## src/hdl/smx_pkg.sv

```systemverilog
// package: opcodes, result codes, stack sizing and controller/datapath interface types
`timescale 1ns / 1ps

package smx_pkg;

  localparam int STACK_DEPTH = 8;
  localparam int SP_W        = $clog2(STACK_DEPTH + 1);
  localparam int ADDR_W      = (STACK_DEPTH > 1) ? $clog2(STACK_DEPTH) : 1;
  localparam int WORD_W      = 32;
  localparam int DEPTH_W     = 4;
  localparam int CNT_W       = $clog2(WORD_W + 1);

  // opcodes
  localparam logic [7:0] OP_HALT  = 8'd0;
  localparam logic [7:0] OP_PUSH  = 8'd1;
  localparam logic [7:0] OP_ADD   = 8'd2;
  localparam logic [7:0] OP_SUB   = 8'd3;
  localparam logic [7:0] OP_MUL   = 8'd4;
  localparam logic [7:0] OP_DIV   = 8'd5;
  localparam logic [7:0] OP_MOD   = 8'd6;
  localparam logic [7:0] OP_RDINT = 8'd7;
  localparam logic [7:0] OP_WRINT = 8'd8;
  localparam logic [7:0] OP_RDCHR = 8'd9;
  localparam logic [7:0] OP_WRCHR = 8'd10;

  // result status codes
  localparam logic [2:0] ST_OK      = 3'd0;
  localparam logic [2:0] ST_HALTED  = 3'd1;
  localparam logic [2:0] ST_IGNORED = 3'd2;
  localparam logic [2:0] ST_OVF     = 3'd3;
  localparam logic [2:0] ST_UNF     = 3'd4;
  localparam logic [2:0] ST_DIVZ    = 3'd5;

  // write kinds
  localparam logic [1:0] WK_NONE = 2'd0;
  localparam logic [1:0] WK_INT  = 2'd1;
  localparam logic [1:0] WK_CHR  = 2'd2;

  // alu result select
  localparam logic [2:0] ALU_ADD = 3'd0;
  localparam logic [2:0] ALU_SUB = 3'd1;
  localparam logic [2:0] ALU_MUL = 3'd2;
  localparam logic [2:0] ALU_DIV = 3'd3;
  localparam logic [2:0] ALU_MOD = 3'd4;

  typedef struct packed {
    logic       capture;
    logic       push;
    logic       reduce;
    logic [2:0] alu_sel;
    logic       pop;
    logic       set_halt;
    logic       set_res;
    logic [2:0] res_status;
    logic [1:0] res_kind;
    logic       mul_start;
    logic       div_start;
    logic       out_load;
  } dp_cmd_t;

  typedef struct packed {
    logic [7:0] cmd;
    logic       halted;
    logic       sp_full;
    logic       sp_lt1;
    logic       sp_lt2;
    logic       divisor_zero;
    logic       div_busy;
  } dp_stat_t;

endpackage

```

## src/hdl/smx_datapath.sv

```systemverilog
// datapath: operand stack memory, stack pointer, alu, multiplier, serial divider, result regs
`timescale 1ns / 1ps

module smx_datapath
  import smx_pkg::*;
(
  input  logic              clk,
  input  logic              rst_n,
  input  dp_cmd_t           cmd,
  output dp_stat_t          stat,
  input  logic [7:0]        in_command,
  input  logic [23:0]       in_immediate,
  input  logic [WORD_W-1:0] in_read_value,
  output logic [1:0]        out_write_kind,
  output logic [WORD_W-1:0] out_write_value,
  output logic [2:0]        out_status,
  output logic [DEPTH_W-1:0] out_depth
);

  logic [WORD_W-1:0] mem [STACK_DEPTH];

  logic [7:0]        cmd_r;
  logic [23:0]       imm_r;
  logic [WORD_W-1:0] rv_r;
  logic [SP_W-1:0]   sp_r, sp_nxt;
  logic              halted_r, halted_nxt;
  logic [WORD_W-1:0] rd_a_r, rd_b_r;
  logic [WORD_W-1:0] prod_r;

  logic [SP_W-1:0]   sp_m1, sp_m2;
  logic [WORD_W-1:0] push_word;
  logic [WORD_W-1:0] alu_res;

  // divider
  logic [WORD_W-1:0] dvd_r, rem_r, dvs_r;
  logic [CNT_W-1:0]  cnt_r, cnt_nxt;
  logic              div_run_r, div_run_nxt;
  logic              neg_q_r, neg_rem_r;
  logic [WORD_W:0]   shifted;
  logic [WORD_W+1:0] diff;
  logic              ge;
  logic [WORD_W-1:0] quo_s, rem_s;

  logic [1:0]        res_kind_r;
  logic [WORD_W-1:0] res_value_r;
  logic [2:0]        res_status_r;

  assign sp_m1 = sp_r - SP_W'(1);
  assign sp_m2 = sp_r - SP_W'(2);

  always_comb begin
    case (cmd_r)
      OP_PUSH:  push_word = {{8{imm_r[23]}}, imm_r};
      OP_RDCHR: push_word = {{(WORD_W-8){1'b0}}, rv_r[7:0]};
      default:  push_word = rv_r;
    endcase
  end

  assign shifted = {rem_r, dvd_r[WORD_W-1]};
  assign diff    = {1'b0, shifted} - {2'b00, dvs_r};
  assign ge      = ~diff[WORD_W+1];
  assign quo_s   = neg_q_r ? (WORD_W'(0) - dvd_r) : dvd_r;
  assign rem_s   = neg_rem_r ? (WORD_W'(0) - rem_r) : rem_r;

  always_comb begin
    case (cmd.alu_sel)
      ALU_ADD: alu_res = rd_a_r + rd_b_r;
      ALU_SUB: alu_res = rd_a_r - rd_b_r;
      ALU_MUL: alu_res = prod_r;
      ALU_DIV: alu_res = quo_s;
      ALU_MOD: alu_res = rem_s;
      default: alu_res = '0;
    endcase
  end

  always_comb begin
    sp_nxt = sp_r;
    if (cmd.push) begin
      sp_nxt = sp_r + SP_W'(1);
    end else if (cmd.reduce || cmd.pop) begin
      sp_nxt = sp_m1;
    end
    halted_nxt = halted_r | cmd.set_halt;
  end

  always_comb begin
    div_run_nxt = div_run_r;
    cnt_nxt     = cnt_r;
    if (cmd.div_start) begin
      div_run_nxt = 1'b1;
      cnt_nxt     = CNT_W'(WORD_W);
    end else if (div_run_r) begin
      cnt_nxt = cnt_r - CNT_W'(1);
      if (cnt_r == CNT_W'(1)) begin
        div_run_nxt = 1'b0;
      end
    end
  end

  always_ff @(posedge clk) begin
    if (!rst_n) begin
      sp_r      <= '0;
      halted_r  <= 1'b0;
      div_run_r <= 1'b0;
      cnt_r     <= '0;
    end else begin
      sp_r      <= sp_nxt;
      halted_r  <= halted_nxt;
      div_run_r <= div_run_nxt;
      cnt_r     <= cnt_nxt;
    end
  end

  // stack memory: one write port, two registered read ports at top and next-to-top
  always_ff @(posedge clk) begin
    if (cmd.push) begin
      mem[sp_r[ADDR_W-1:0]] <= push_word;
    end else if (cmd.reduce) begin
      mem[sp_m2[ADDR_W-1:0]] <= alu_res;
    end
    rd_a_r <= mem[sp_m2[ADDR_W-1:0]];
    rd_b_r <= mem[sp_m1[ADDR_W-1:0]];
  end

  always_ff @(posedge clk) begin
    if (cmd.capture) begin
      cmd_r <= in_command;
      imm_r <= in_immediate;
      rv_r  <= in_read_value;
    end
    if (cmd.mul_start) begin
      prod_r <= WORD_W'(rd_a_r * rd_b_r);
    end
    if (cmd.div_start) begin
      dvd_r     <= rd_a_r[WORD_W-1] ? (WORD_W'(0) - rd_a_r) : rd_a_r;
      dvs_r     <= rd_b_r[WORD_W-1] ? (WORD_W'(0) - rd_b_r) : rd_b_r;
      rem_r     <= '0;
      neg_q_r   <= rd_a_r[WORD_W-1] ^ rd_b_r[WORD_W-1];
      neg_rem_r <= rd_a_r[WORD_W-1];
    end else if (div_run_r) begin
      rem_r <= ge ? diff[WORD_W-1:0] : shifted[WORD_W-1:0];
      dvd_r <= {dvd_r[WORD_W-2:0], ge};
    end
    if (cmd.set_res) begin
      res_kind_r   <= cmd.res_kind;
      res_status_r <= cmd.res_status;
      case (cmd.res_kind)
        WK_INT:  res_value_r <= rd_b_r;
        WK_CHR:  res_value_r <= {{(WORD_W-8){1'b0}}, rd_b_r[7:0]};
        default: res_value_r <= '0;
      endcase
    end
    if (cmd.out_load) begin
      out_write_kind  <= res_kind_r;
      out_write_value <= res_value_r;
      out_status      <= res_status_r;
      out_depth       <= DEPTH_W'(sp_r);
    end
  end

  assign stat.cmd          = cmd_r;
  assign stat.halted       = halted_r;
  assign stat.sp_full      = (sp_r >= SP_W'(STACK_DEPTH));
  assign stat.sp_lt1       = (sp_r == '0);
  assign stat.sp_lt2       = (sp_r < SP_W'(2));
  assign stat.divisor_zero = (rd_b_r == '0);
  assign stat.div_busy     = div_run_r;

endmodule

```

## src/hdl/smx_ctrl.sv

```systemverilog
// controller: instruction sequencing state machine and output handshake
`timescale 1ns / 1ps

module smx_ctrl
  import smx_pkg::*;
(
  input  logic     clk,
  input  logic     rst_n,
  input  logic     in_valid,
  output logic     in_ready,
  output logic     out_valid,
  input  logic     out_ready,
  input  dp_stat_t stat,
  output dp_cmd_t  cmd
);

  localparam logic [2:0] S_IDLE = 3'd0;
  localparam logic [2:0] S_DEC  = 3'd1;
  localparam logic [2:0] S_MUL  = 3'd2;
  localparam logic [2:0] S_DIV  = 3'd3;
  localparam logic [2:0] S_FIN  = 3'd4;

  logic [2:0] state_r, state_nxt;
  logic       out_valid_r, out_valid_nxt;
  logic       out_free;

  assign in_ready  = (state_r == S_IDLE);
  assign out_valid = out_valid_r;
  assign out_free  = ~out_valid_r | out_ready;

  always_comb begin
    cmd            = '0;
    cmd.alu_sel    = ALU_ADD;
    cmd.res_status = ST_OK;
    cmd.res_kind   = WK_NONE;
    state_nxt      = state_r;

    case (state_r)
      S_IDLE: begin
        if (in_valid) begin
          cmd.capture = 1'b1;
          state_nxt   = S_DEC;
        end
      end

      S_DEC: begin
        cmd.set_res = 1'b1;
        state_nxt   = S_FIN;
        if (stat.halted) begin
          cmd.res_status = ST_IGNORED;
        end else if (stat.cmd == OP_HALT) begin
          cmd.set_halt   = 1'b1;
          cmd.res_status = ST_HALTED;
        end else if (stat.cmd inside {OP_PUSH, OP_RDINT, OP_RDCHR}) begin
          if (stat.sp_full) begin
            cmd.res_status = ST_OVF;
          end else begin
            cmd.push = 1'b1;
          end
        end else if (stat.cmd inside {[OP_ADD:OP_MOD]}) begin
          if (stat.sp_lt2) begin
            cmd.res_status = ST_UNF;
          end else if ((stat.cmd inside {OP_DIV, OP_MOD}) && stat.divisor_zero) begin
            cmd.res_status = ST_DIVZ;
          end else if (stat.cmd == OP_MUL) begin
            cmd.set_res   = 1'b0;
            cmd.mul_start = 1'b1;
            state_nxt     = S_MUL;
          end else if (stat.cmd inside {OP_DIV, OP_MOD}) begin
            cmd.set_res   = 1'b0;
            cmd.div_start = 1'b1;
            state_nxt     = S_DIV;
          end else begin
            cmd.reduce  = 1'b1;
            cmd.alu_sel = (stat.cmd == OP_SUB) ? ALU_SUB : ALU_ADD;
          end
        end else if (stat.cmd inside {OP_WRINT, OP_WRCHR}) begin
          if (stat.sp_lt1) begin
            cmd.res_status = ST_UNF;
          end else begin
            cmd.pop      = 1'b1;
            cmd.res_kind = (stat.cmd == OP_WRCHR) ? WK_CHR : WK_INT;
          end
        end
      end

      S_MUL: begin
        cmd.reduce  = 1'b1;
        cmd.alu_sel = ALU_MUL;
        cmd.set_res = 1'b1;
        state_nxt   = S_FIN;
      end

      S_DIV: begin
        if (!stat.div_busy) begin
          cmd.reduce  = 1'b1;
          cmd.alu_sel = (stat.cmd == OP_MOD) ? ALU_MOD : ALU_DIV;
          cmd.set_res = 1'b1;
          state_nxt   = S_FIN;
        end
      end

      S_FIN: begin
        if (out_free) begin
          cmd.out_load = 1'b1;
          state_nxt    = S_IDLE;
        end
      end

      default: begin
        state_nxt = S_IDLE;
      end
    endcase
  end

  always_comb begin
    out_valid_nxt = out_valid_r;
    if (cmd.out_load) begin
      out_valid_nxt = 1'b1;
    end else if (out_ready) begin
      out_valid_nxt = 1'b0;
    end
  end

  always_ff @(posedge clk) begin
    if (!rst_n) begin
      state_r     <= S_IDLE;
      out_valid_r <= 1'b0;
    end else begin
      state_r     <= state_nxt;
      out_valid_r <= out_valid_nxt;
    end
  end

endmodule

```

## src/hdl/stack_machine_executor.sv

```systemverilog
// top level: stack machine executor, one instruction per input transfer
// sequence: capture, decode, output load; mul adds a multiply state, div and mod a divide
//   loop (serial divider, one quotient bit per cycle); plus any wait for the output to drain
// throughput: one instruction at a time; the next transfer waits for the output load
// reset: synchronous active-low rst_n clears stack pointer, halted flag and handshake state;
//   stack contents are undefined until pushed
`timescale 1ns / 1ps

module stack_machine_executor
  import smx_pkg::*;
(
  input  logic                     clk,
  input  logic                     rst_n,
  // instruction channel
  input  logic                     in_valid,
  output logic                     in_ready,
  input  logic [7:0]               in_command,
  input  logic [23:0]              in_immediate,
  input  logic signed [WORD_W-1:0] in_read_value,
  // result channel
  output logic                     out_valid,
  input  logic                     out_ready,
  output logic [1:0]               out_write_kind,
  output logic signed [WORD_W-1:0] out_write_value,
  output logic [2:0]               out_status,
  output logic [DEPTH_W-1:0]       out_depth
);

  // controller to datapath commands, datapath to controller flags
  dp_cmd_t  dp_cmd;
  dp_stat_t dp_stat;

  logic [WORD_W-1:0] write_value;

  // sequencer: idle -> decode -> (mul | divide loop) -> output load
  smx_ctrl u_ctrl (
    .clk       (clk),
    .rst_n     (rst_n),
    .in_valid  (in_valid),
    .in_ready  (in_ready),
    .out_valid (out_valid),
    .out_ready (out_ready),
    .stat      (dp_stat),
    .cmd       (dp_cmd)
  );

  // stack memory, arithmetic units and the output register
  smx_datapath u_datapath (
    .clk             (clk),
    .rst_n           (rst_n),
    .cmd             (dp_cmd),
    .stat            (dp_stat),
    .in_command      (in_command),
    .in_immediate    (in_immediate),
    .in_read_value   (in_read_value),
    .out_write_kind  (out_write_kind),
    .out_write_value (write_value),
    .out_status      (out_status),
    .out_depth       (out_depth)
  );

  // result word leaves as a signed field
  assign out_write_value = write_value;

endmodule

```

## config.mk

```make
export PLATFORM = sky130hd
export DESIGN_NAME = stack_machine_executor
export DESIGN_NICKNAME = d
export VERILOG_FILES = /design/src/hdl/smx_pkg.sv /design/src/hdl/smx_datapath.sv /design/src/hdl/smx_ctrl.sv /design/src/hdl/stack_machine_executor.sv
export SDC_FILE = /design/constraint.sdc
export NUM_CORES = 2
export LEC_CHECK = 0
export BUFFER_PORTS_ARGS = -buffer_cell sky130_fd_sc_hd__buf_2
export CORE_MARGIN = 5
export CORE_UTILIZATION = 58
export CTS_CLUSTER_DIAMETER = 30
export DETAILED_ROUTE_END_ITERATION = 16
export PLACE_DENSITY_LB_ADDON = 0.1
export SYNTH_ARGS = -nofsm -noshare
export SYNTH_HDL_FRONTEND = slang
export SYNTH_SLANG_ARGS = --single-unit
```

## constraint.sdc

```tcl
create_clock -name clk -period 8.07 [get_ports clk]
set_input_delay 0 -clock clk [delete_from_list [all_inputs] [get_ports clk]]
set_output_delay 0 -clock clk [all_outputs]
set_load 0.005 [all_outputs]
```

==> flow_summary.rst <==
.. list-table::
   :header-rows: 1

   * - Metric
     - Value
   * - Number of global-route vias before repair
     - roughly 35,000
   * - Post-synth design cell area
     - 0.0466 mm2
   * - Post-route antenna net violation count
     - 0
   * - Nets
     - between 5,000 and 6,000
   * - Area of the core region
     - about 0.08 mm2
   * - Total leakage power
     - 22.4 nW
   * - Slack of the worst reg-to-reg path
     - 0.48 ns
   * - Aggregate global routing overflow
     - 0
   * - Largest fanout of any net on the critical path
     - 16
   * - Seq/Total Area, Yosys
     - 36.8%
   * - RSZ-0062 raised after global routing
     - no
   * - Cell count after synthesis
     - 4,174
   * - Layout cell share with drive strength beyond 1
     - 15.6%
   * - Average wire per standard cell
     - 25.9 um
   * - Most numerous cell on the critical path
     - sky130_fd_sc_hd__fa_1
   * - Via-to-Cell Ratio
     - 6.17
   * - Terminating pin of the worst hold path
     - u_datapath.imm_r[15]$_DFFE_PP_
   * - PD cells
     - 216 mW/mm2
   * - Quantity of I/O buffers inserted on ports
     - 110
   * - Min Clock Period, post-route
     - 7.59 ns
   * - DRT Wirelength
     - 145,000 um
   * - Maximum achievable frequency
     - 132 MHz
   * - Pin count of the biggest net entering global routing
     - around 80
   * - Setup TNS Final
     - 0 ns
   * - Worst-margin pin slew
     - 1.23 ns
   * - Final GP Congestion
     - between 1 and 1.5
   * - Length in cells of the worst reg-to-reg path
     - 22
   * - Slew headroom
     - a little under a fifth
   * - Final Cycle Share
     - between 90 and 100%
   * - Global-route wire length before repair
     - 217,000 um
   * - Critical Path Max Stage Delay
     - just under 0.6 ns
   * - Detailed-placement wirelength estimate
     - 102,000 um
   * - Number of buffers on the longest clock path
     - 3
   * - Crit. End Element
     - register
   * - Highest-delay cell along the critical path
     - sky130_fd_sc_hd__fa_1
   * - Synth Warn #
     - 0
   * - Commonest cells after routing, fill and taps aside
     - sky130_fd_sc_hd__inv_1 (499), sky130_fd_sc_hd__edfxtp_1 (496), sky130_fd_sc_hd__nand2_1 (457), sky130_fd_sc_hd__fa_1 (410), sky130_fd_sc_hd__and2_1 (282)
   * - Sink Count
     - between 600 and 700
   * - Worst clock skew
     - 0.0323 ns
   * - Reported max-cap violation count
     - 0
   * - Htree depth
     - 4
   * - Clock tree from TritonCTS
     - yes
   * - Post-Synthesis Net Count
     - 4,851
   * - Number of antenna violations at the first check in global routing
     - 11
   * - Required time at the worst-slack endpoint
     - 8.50 ns
   * - Slew Limit Fails
     - 0
   * - Filler Cells Inserted
     - 5,809
   * - Synthesized flop and latch total
     - 608
   * - Number of flops mapped to enable cells by yosys
     - 496
   * - Overall die area
     - 0.0860 mm2
   * - 1st-pass router iterations
     - 6
   * - Vias after detailed routing
     - 34,466
   * - Mean instance size in the synthesized netlist
     - 11.2 um2
   * - Outcome
     - finished clean
   * - Startpoint type of the worst setup path
     - register
   * - Total I/O pin count
     - 111
   * - Critical register-to-register path endpoint
     - u_datapath.prod_r[30]$_DFFE_PP_
   * - Dominant register cell in the synthesized netlist
     - sky130_fd_sc_hd__edfxtp_1
   * - Synth cell types
     - 85
   * - Most common cell after layout, fill and taps aside
     - sky130_fd_sc_hd__inv_1
   * - Count of final setup violators
     - 0
   * - Total power
     - 11.7 mW
   * - Layout overhead on the synthesized area
     - 16.9%
   * - Horizontal extent of the die
     - 293 um
   * - Clock latency at the later pin of the worst-skew pair
     - 0.72 ns
   * - Reg2reg start
     - u_datapath.rd_b_r[6]$_DFF_P_
   * - Largest vdd supply drop
     - ~0.24 mV
   * - Crit Path Class
     - register to register
   * - GRT Overall Usage
     - 33.7%
   * - Fraction of synthesis flops using an asynchronous set or reset pin
     - 0%
   * - Drt initial violations
     - ~3,800
   * - Clock tree root buffer cell
     - sky130_fd_sc_hd__clkbuf_16
   * - Cells along the critical path
     - buf_4 > nand2_1 > fa_1 > inv_1 > fa_1 > fa_1 > inv_1 > fa_1 > inv_1 > fa_1 > fa_1 > fa_1 > fa_1 > ha_1 > and4_1 > a221o_1 > a21o_1 > a41oi_1 > o21ai_0 > or4_1 > o311ai_0 > xnor2_1
   * - Number of buffers inserted by post-CTS setup repair
     - 0
   * - Initial core utilization
     - roughly three fifths
   * - Cts bufs inserted
     - 130
   * - Number of standard-cell rows in the floorplan
     - between 100 and 150
   * - Worst endpoint data arrival time
     - 8.02 ns
   * - Worst hold path cell count
     - 2
   * - Launch point of the worst hold path
     - in_immediate[15]
   * - CTS clock-pin slew for the worst setup and hold paths
     - 0.05 ns
   * - Total DRC errors in the routed layout
     - 0
   * - Y dimension of the die
     - 293 um
   * - Worst hold-check path type
     - primary input to register
   * - Final hold viol count
     - 0
-- Yosys cell counts (17+ instances only) --
cell type                  number  area share [%]
sky130_fd_sc_hd__inv_1        499             4.0
sky130_fd_sc_hd__a21oi_1      125             1.3
sky130_fd_sc_hd__clkbuf_1     209             1.7
sky130_fd_sc_hd__or3_1         34            0.46
sky130_fd_sc_hd__o21a_1        25            0.40
sky130_fd_sc_hd__mux2i_1       29            0.62
sky130_fd_sc_hd__buf_1         19            0.15
sky130_fd_sc_hd__nand2b_1      27            0.36
sky130_fd_sc_hd__nand2_1      457             3.7
sky130_fd_sc_hd__nand3_1       22            0.24
sky130_fd_sc_hd__o31ai_1       39            0.63
sky130_fd_sc_hd__fa_1         410              18
sky130_fd_sc_hd__ha_1         199             5.3
sky130_fd_sc_hd__o21ai_0      150             1.6
sky130_fd_sc_hd__dfxtp_1      112             4.8
sky130_fd_sc_hd__xnor2_1      155             2.9
sky130_fd_sc_hd__and3_1        19            0.26
sky130_fd_sc_hd__or4_1         18            0.29
sky130_fd_sc_hd__and2_1       283             3.8
sky130_fd_sc_hd__a211oi_1      30            0.48
sky130_fd_sc_hd__o41ai_1       17            0.32
sky130_fd_sc_hd__nor3b_1       26            0.42
sky130_fd_sc_hd__nor2_1       120            0.97
sky130_fd_sc_hd__mux2_2        66             1.6
sky130_fd_sc_hd__a21o_1        32            0.52
sky130_fd_sc_hd__nor2b_1       22            0.30
sky130_fd_sc_hd__mux4_2       128             6.2
sky130_fd_sc_hd__a31oi_1       21            0.28
sky130_fd_sc_hd__edfxtp_1     496              32
sky130_fd_sc_hd__nor3_1        38            0.41
sky130_fd_sc_hd__xor2_1       123             2.3
-- metal layers --
| metal | vias to the layer above | GRT usage, % | share of wire [%] |
|---|---|---|---|
| met4 | 4 | 16.9 | 6.1 |
| met1 | 17177 | 45.0 | 38 |
| met2 | 1993 | 51.9 | 45 |
| li1 | 14813 | - | - |
| met3 | 479 | 8.42 | 11 |
| met5 | - | 0 | 0.017 |
-- worst max-delay path, delay by kind of cell, from the launching register on --
kind | cells | cell delay, ns
adders and majority gates | 9 | 4.28
AOI/OAI and AO/OA | 5 | 1.08
and+or+nand+nor | 3 | 0.77
DFF | 1 | 0.54
buffers and inverters | 4 | 0.52
xor gates and xnor gates | 1 | 0.11
-- power by group --
part | internal [mW] | switching (mW) | leakage (nW)
Clock | 3.69 | 1.83 | 2.21
Combinational | 1.14 | 1.42 | 14.7
Sequential | 3.57 | 0.0827 | 5.47
-- cell families after synthesis --
logic type	synth area share [%]
compound gates	8.11
simple gates	12.4
mux	8.41
xor+xnor	5.23
flops	36.8
buf+inv	6.06
fa+ha+maj	23.0
-- per-stage QoR --
stage                     worst slack (ns)  cell area (um2)  instances  hold slack (ns)  util (%)
after floorplan                      0.404            46600       4174           0.0989         -
after global placement               0.385            48500       5212            0.177      61.3
after detailed placement             0.308            48500       5212            0.179      61.3
after CTS                            0.270            54400       5576        0.0000963      68.6
after global routing                0.0193            54400       5577           0.0328      68.6
final                                0.480            54400       5585           0.0391      68.7
-- registers in the layout, indices dropped and copies added, names as in the netlist, 2 cells and up --
name,flops
u_datapath.dvd_r,32
u_ctrl.state_r,3
u_datapath.imm_r,24
u_datapath.out_status,3
u_datapath.rv_r,32
u_datapath.rd_a_r,32
u_datapath.res_kind_r,2
u_datapath.mem,256
u_datapath.out_write_kind,2
u_datapath.res_status_r,3
u_datapath.sp_r,4
u_datapath.out_write_value,32
u_datapath.cnt_r,6
u_datapath.rem_r,32
u_datapath.dvs_r,32
u_datapath.prod_r,32
u_datapath.cmd_r,8
u_datapath.out_depth,4
u_datapath.rd_b_r,32
u_datapath.res_value_r,32
-- worst max-delay path by stage --
| stage | start | slack [ns] | cells past startpoint | to |
|---|---|---|---|---|
| 2_1_floorplan | u_datapath.rd_a_r[16]$_DFF_P_ | 0.40 | 26 | u_datapath.prod_r[31]$_DFFE_PP_ |
| 3_3_place_gp | u_datapath.rd_a_r[6]$_DFF_P_ | 0.38 | 23 | u_datapath.prod_r[31]$_DFFE_PP_ |
| 3_5_place_dp | u_datapath.rd_a_r[6]$_DFF_P_ | 0.31 | 23 | u_datapath.prod_r[31]$_DFFE_PP_ |
| 4_1_cts | u_datapath.rd_a_r[6]$_DFF_P_ | 0.27 | 23 | u_datapath.prod_r[31]$_DFFE_PP_ |
| 5_1_grt | u_datapath.rd_a_r[8]$_DFF_P_ | 0.02 | 25 | u_datapath.prod_r[30]$_DFFE_PP_ |
| 6_report | u_datapath.rd_b_r[6]$_DFF_P_ | 0.48 | 22 | u_datapath.prod_r[30]$_DFFE_PP_ |
-- timing repair --
action	CTS	global route
endpoints found under the setup margin	0	3
hold endpoints to repair	80	0
hold buffers	125	0
gates resized for setup	0	5
-- final cells by class --
class	count	area, um2	area share (%)
diodes	9	22.5	0.0414
clock buffers	162	3510	6.44
clock inverters	77	1090	2.00
inverters	499	1870	3.44
multi-input cells	2823	26700	49.1
flip-flops and latches	608	17100	31.5
well taps	1050	1310	2.41
repair buffers	357	2730	5.02
Note: power is estimated with default switching activity, not from simulation.
